`config.mk`:
```
export PLATFORM = sky130hd
export DESIGN_NAME = cdq_chain
export DESIGN_NICKNAME = d
export VERILOG_FILES = /design/src/rtl/cdq_pkg.sv /design/src/rtl/cdq_cell.sv /design/src/rtl/cdq_chain.sv
export SDC_FILE = /design/constraint.sdc
export NUM_CORES = 2
export LEC_CHECK = 0
export BUFFER_PORTS_ARGS = -buffer_cell sky130_fd_sc_hd__clkbuf_2
export CELL_PAD_IN_SITES_DETAIL_PLACEMENT = 0
export CELL_PAD_IN_SITES_GLOBAL_PLACEMENT = 2
export CORE_UTILIZATION = 40
export CTS_BUF_LIST = sky130_fd_sc_hd__clkbuf_2
export DETAILED_ROUTE_END_ITERATION = 10
export MAX_ROUTING_LAYER = met4
export PLACE_DENSITY_LB_ADDON = 0.08
export SYNTH_ARGS = -nofsm -noshare
export SYNTH_HDL_FRONTEND = slang
export SYNTH_SLANG_ARGS = --single-unit
```
`constraint.sdc`:
```
create_clock -name clk -period 4.9 [get_ports clk]
set_input_delay 0.98 -clock clk [delete_from_list [all_inputs] [get_ports clk]]
set_output_delay 0.98 -clock clk [all_outputs]
set_load 0.005 [all_outputs]
```
`src/rtl/cdq_pkg.sv`:
```
package cdq_pkg;

  localparam int DEPTH_DEF = 64;
  localparam int VAL_W = 32;
  localparam int CAP_W = 7;
  localparam int OP_W = 3;
  localparam logic [VAL_W-1:0] EMPTY_VAL = {VAL_W{1'b1}};

  typedef enum logic [OP_W-1:0] {
    OP_INS_FRONT = 3'd0,
    OP_INS_REAR  = 3'd1,
    OP_DEL_FRONT = 3'd2,
    OP_DEL_REAR  = 3'd3,
    OP_QUERY     = 3'd4
  } cdq_op_t;

  typedef struct packed {
    logic             shr;
    logic             shl;
    logic             wr;
    logic [VAL_W-1:0] value;
  } cdq_ctl_t;

endpackage

```
`src/rtl/cdq_cell.sv`:
```
module cdq_cell #(
  parameter int CW  = 7,
  parameter int IDX = 0
) (
  input  logic                    clk,
  input  cdq_pkg::cdq_ctl_t       ctl,
  input  logic [CW-1:0]           cnt,
  input  logic [cdq_pkg::VAL_W-1:0] left_in,
  input  logic [cdq_pkg::VAL_W-1:0] right_in,
  output logic [cdq_pkg::VAL_W-1:0] data_q,
  output logic [cdq_pkg::VAL_W-1:0] data_d
);
  import cdq_pkg::*;

  logic [VAL_W-1:0] data_r;
  logic [VAL_W-1:0] data_nxt;

  always_comb begin
    data_nxt = data_r;
    if (ctl.shr) begin
      data_nxt = left_in;
    end else if (ctl.shl) begin
      data_nxt = right_in;
    end else if (ctl.wr && (cnt == CW'(IDX))) begin
      data_nxt = ctl.value;
    end
  end

  always_ff @(posedge clk) begin
    data_r <= data_nxt;
  end

  assign data_q = data_r;
  assign data_d = data_nxt;

endmodule

```
`src/rtl/cdq_chain.sv`:
```
module cdq_chain #(
  parameter int DEPTH = cdq_pkg::DEPTH_DEF,
  parameter int CW    = 7
) (
  input  logic                      clk,
  input  cdq_pkg::cdq_ctl_t         ctl,
  input  logic [CW-1:0]             cnt,
  output logic [cdq_pkg::VAL_W-1:0] head_nxt
);
  import cdq_pkg::*;

  logic [VAL_W-1:0] q [DEPTH];
  logic [VAL_W-1:0] d [DEPTH];

  for (genvar i = 0; i < DEPTH; i++) begin : g_cell
    logic [VAL_W-1:0] left_val;
    logic [VAL_W-1:0] right_val;

    if (i == 0) begin : g_first
      assign left_val = ctl.value;
    end else begin : g_mid_l
      assign left_val = q[i-1];
    end

    if (i == DEPTH - 1) begin : g_last
      assign right_val = q[i];
    end else begin : g_mid_r
      assign right_val = q[i+1];
    end

    cdq_cell #(
      .CW  (CW),
      .IDX (i)
    ) u_cell (
      .clk      (clk),
      .ctl      (ctl),
      .cnt      (cnt),
      .left_in  (left_val),
      .right_in (right_val),
      .data_q   (q[i]),
      .data_d   (d[i])
    );
  end

  assign head_nxt = d[0];

endmodule

```
Word level (Yosys, flattened, before mapping)
Index checks and enable logic that the tools add are counted.
{ "word_totals": {"input_bits": 43, "output_inout_bits": 32, "ramBits": 0, "romBits": 0, "mem_count": 0, "wordCells": 449, "regBits": 2048, "latch_bits": 0} }
{ "op_classes": {"bitwise_logic": 0, "mux": 192, "div_mod_pow": 0, "n_lt_le_gt_ge": 0, "eq_ne": 64, "mul": 0, "shift": 0, "reduce_logical": 129, "n_addsub": 0} }
{ "ops": {"columns": ["op", "n"], "rows": [
  ["$mux W32", 192],
  ["$eq A7 B6 Y1 const B", 32],
  ["$reduce_bool A3 Y1", 62],
  ["$eq A7 B5 Y1 const B", 16],
  ["$logic_and A1 B1 Y1", 64],
  ["$eq A7 B4 Y1 const B", 8],
  ["$eq A7 B3 Y1 const B", 4],
  ["$eq A7 B2 Y1 const B", 2],
  ["$eq A7 B1 Y1 const B", 1],
  ["$logic_not A7 Y1", 1],
  ["$ne A2 B1 Y1 const B", 1],
  ["$reduce_and A2 Y1", 1],
  ["$reduce_bool A2 Y1", 1]
]} }

Depth between registers and ports, before layout
{ "logic_depth": {"word_depth": 5, "mapped_depth": 9, "mapped_depth_nobuf": 3} }

Cells and area by module
Synthesis repeated with hierarchy kept, for this count alone.
{ "hier_totals": {"hier_cells": 11777, "hier_area_um2": 104684.2} }
{ "modules_own_cells": {"columns": ["mod", "n_inst", "seq_area_each_um2", "cells_each", "area_each_um2"], "rows": [
  ["cdq_cell at g_cell[23].u_cell ...", 12, 640.6, 184, 1627.8],
  ["cdq_cell at g_cell[10].u_cell ...", 12, 640.6, 184, 1621.6],
  ["cdq_cell at g_cell[12].u_cell ...", 10, 640.6, 184, 1636.6],
  ["cdq_cell at g_cell[11].u_cell ...", 8, 640.6, 184, 1637.8],
  ["cdq_cell at g_cell[55].u_cell ...", 4, 640.6, 184, 1681.6],
  ["cdq_cell at g_cell[1].u_cell ...", 4, 640.6, 184, 1641.6],
  ["cdq_cell at g_cell[19].u_cell ...", 4, 640.6, 184, 1625.3],
  ["cdq_cell at g_cell[16].u_cell ...", 3, 640.6, 184, 1619.1],
  ["cdq_cell at g_cell[31].u_cell ...", 2, 640.6, 184, 1682.9],
  ["cdq_cell at g_cell[63].u_cell", 1, 640.6, 184, 1679.1],
  ["cdq_cell at g_cell[51].u_cell", 1, 640.6, 185, 1641.6],
  ["cdq_cell at g_cell[0].u_cell", 1, 640.6, 184, 1639.1],
  ["cdq_cell at g_cell[15].u_cell", 1, 640.6, 184, 1624.1],
  ["cdq_cell at g_cell[60].u_cell", 1, 640.6, 184, 1622.8]
]} }

Worst setup path after synthesis
Ideal clock, no wire load.
{ "synth_timing": {"path_kind": "input -> register", "start": "in ctl[33] (netlist bit)", "end": "reg g_cell[63].u_cell.data_r[0] (enable)", "n_path_buf": 4, "stages": 5, "required_time_ns": 4.430, "setup_slack_ns": 0.314, "t_arrival_ns": 4.116, "setup_time_ns": 0.470, "path_cell_list": "buf_4 -> buf_4 -> clkbuf_1 -> buf_2 -> o31ai_1"} }
{ "synth_via": {"elab_chain_len": 2} }
{ "synth_lines": {"columns": ["item", "line_no", "rtl"], "rows": [
  ["start, declared", "cdq_chain.sv:6", "input cdq_pkg::cdq_ctl_t ctl,"],
  ["$ne A2 B1 Y1 (no line)", null, null],
  ["$reduce_and A2 Y1 (no line)", null, null],
  ["end signal, assigned", "cdq_cell.sv:30", "data_r <= data_nxt;"],
  ["end, declared", "cdq_cell.sv:15", "logic [VAL_W-1:0] data_r;"]
]} }
Every way passes these cells.
A chain may end at the register's enable or synchronous reset.

Worst setup path in the final report
{ "layout_timing": {"start": "in ctl[33] (netlist bit)", "end": "out head_nxt[31] (netlist bit)"} }
{ "layout_via": {"elab_chain_len": 2} }
{ "layout_lines": {"columns": ["item", "line_no", "rtl"], "rows": [
  ["$mux W32", "cdq_cell.sv:22", "end else if (ctl.shl) begin"],
  ["$mux W32", "cdq_cell.sv:20", "if (ctl.shr) begin"],
  ["end, declared", "cdq_chain.sv:8", "output logic [cdq_pkg::VAL_W-1:0] head_nxt"]
]} }
Every way passes these cells.

==> impl_metrics.yaml <==
status:
  status: "finished, final reports clean"
clocking:
  clk_latency_ns: 1.84
  cts_tree: "built"
  clkTransAtPathRegs_ns: 0.08
  clockBufferDepth: 4
  numCtsBuffers: 592
  cts.sinks: 2048
  cts_htree_levels: 6
  clockRootBuffer: "clkbuf_2"
layout:
  regArea_mm2: 0.0612
  areaGrowthSynthToFinish_pct: 9.01
  final_layout_size_suffix_gt1_share_pct: 13.6
  largest_reg_flops: 2048
  design_area_mm2: 0.104
  fillers: 23200
  nets: 9311
  multi_input_area_mm2: 0.0304
  postLayoutCoreUtil_pct: 44.0
  fin_cells: 12800
synth:
  synth_largest_area_cell: "edfxtp_1"
  async_flop_share_pct: 0
  yosysMostFrequentCell: "nand2_1"
  yosysWarnings: 0
  synth_cell_types: 30
  synth_seq_cells: 2048
  synth_cells: 9280
  yosys-top-cells-area: "edfxtp_1 64%, a21oi_1 10%, o21ai_0 8.7%"
  synthTopCellsByCount: "2057 x nand2_1, 2016 x edfxtp_1, 1984 x a21oi_1"
  synthFlopType: "edfxtp_1"
  synth-edff-count: 2016
  synth_nets: 9323
  syn_area_mm2: 0.0952
  yosys.area.top_type_share_pct: 63.6
  synth.avg_cell_area_um2: 10.3
  yosysSeqAreaShare_pct: 64.2
routing:
  ant_nets: 0
  drc: 0
  num_vias: 72500
  wl_per_cell_um: 23.3
  viasPerCell: 5.67
  totalWireLength_um: 298000
  first_iter_violations: 7343
  dr.pass1.iters: 6
sta:
  hold_viol: 0
  fmax_ghz: 0.210
  slew_violations: 0
  period_needed_ns: 4.77
  slew_headroom_pct: 14.2
  grt_setup_unrepaired: "no"
  setup_tns_ns: 0
  tightest_slew_ns: 1.28
  fin_crit_sh_pct: 97.4
  setup_slack_ns: 0.128
  setup_viol: 0
  fin_worst_skew_ns: 0.0971
placement:
  dpl_cell_area_mm2: 0.0979
  preCtsSetupSlack_ns: 0.985
  hpwlAfterDp_um: 180000
  gp_congestion: 0.823
  portBuffers: 74
  dpl.cell_count: 11700
worst_setup_path:
  crit_type: "input pin to output pin"
  crit_path_end_kind: "output pin"
  crit_arrival_ns: 3.79
  required_ns: 3.92
  crit_fanout: 108
  cp-start-kind: "input pin"
power_and_ir_drop:
  power_density_mw_per_mm2: 394
  ir_drop_v: 0.000225
  power.leakage_nw: 37.4
die:
  initial_core_util_pct: 40.4
  num_rows: 178
  design.core.area_mm2: 0.236
  die-area_mm2: 0.240
  chipHeight_um: 490
  io_pins: 75
  die_x_um: 490
grt:
  grt_pass1_vias: 71400
  track_usage_pct: 24.8
  grt.overflow.total: 0
  antenna_found_initial: 13
  grt_pass1_wl_um: 452000
  grt_start_max_net_pins: 249
min_path:
  hp-class: "input pin to flop"
flow_run:
  cap_violations: 0
[power breakdown]
group          internal, W  switching [W]
Clock              0.00528        0.00745
Sequential          0.0220        0.00148
Combinational      0.00154        0.00312
[kinds of logic (layout without fill, tap and decap cells)]
logic type | Yosys count | in the layout | synth area share [%]
AOI/OAI and AO/OA | 4095 | 4095 | 21.7
and+or+nand+nor | 2142 | 2142 | 8.80
DFF | 2048 | 2048 | 64.2
buffers and inverters | 963 | 1315 | 4.88
muxes | 32 | 32 | 0.378
other | 0 | 10 | 0
[what timing repair did]
item | in CTS | in global routing
hold buffers | 83 | 0
buffers inserted | 0 | 0
hold endpoints to repair | 924 | 0
endpoints found under the setup margin | 0 | 0
gates resized for setup | 0 | 0
[cell type report]
| cell class | count | share of cell area [%] |
|---|---|---|
| inverter | 1 | 0.00362 |
| clock buffer | 875 | 4.22 |
| tap | 3150 | 3.80 |
| sequential | 2048 | 58.9 |
| timing repair buffer | 356 | 3.15 |
| antenna | 10 | 0.0241 |
| multi-input combinational | 6269 | 29.2 |
| clock inverter | 83 | 0.626 |
[metrics by stage]
stage | hold WS [ns] | power [W]
after CTS | 0.00502 | 0.0414
final | 0.274 | 0.0409
after detailed placement | 0.521 | 0.0285
after floorplan | 0.495 | 0.0264
after global placement | 0.518 | 0.0283
after global routing | 0.0744 | 0.0431
[path summary, 6_finish.rpt]
path	from	endpoint	slack, ns	cells past startpoint
max reg2reg	g_cell[1].u_cell.data_q[26]	g_cell[0].u_cell.data_q[26]	3.35	4
min reg2reg	g_cell[19].u_cell.data_q[28]	g_cell[20].u_cell.data_q[28]	0.48	2
min	ctl[22]	g_cell[0].u_cell.data_q[22]	0.27	4
max	ctl[33]	head_nxt[31]	0.13	8
[metal layers]
layer	vias up	part of all wire, %	track usage (%)
met3	477	6.0	3.64
met2	2504	44	35.2
met4	0	2.2	7.03
met1	35600	48	36.7
met5	-	0	-
li1	33900	-	-
[worst max-delay path, stage by stage]
cell	delay, ns
dlygate4sd3_1	0.57
buf_12	0.54
nor2_4	0.05
dlygate4sd3_1	0.60
buf_4	0.25
and4_2	0.29
a311o_1	0.33
clkbuf_2	0.12
[layout by cell type, fill, tap and decap left out, types with 45 or more instances in the layout]
cell type      netlist  final
nand2_1           2057   2057
edfxtp_1          2016   2016
a21oi_1           1984   1984
o21ai_0           1655   1593
clkbuf_2             3    947
o21ai_1            423    423
buf_4               76    155
dlygate4sd3_1        0     83
o21ai_4              0     62
clkinv_1             0     53
buf_12               0     45
No activity file was read; power rests on OpenSTA's default activity.
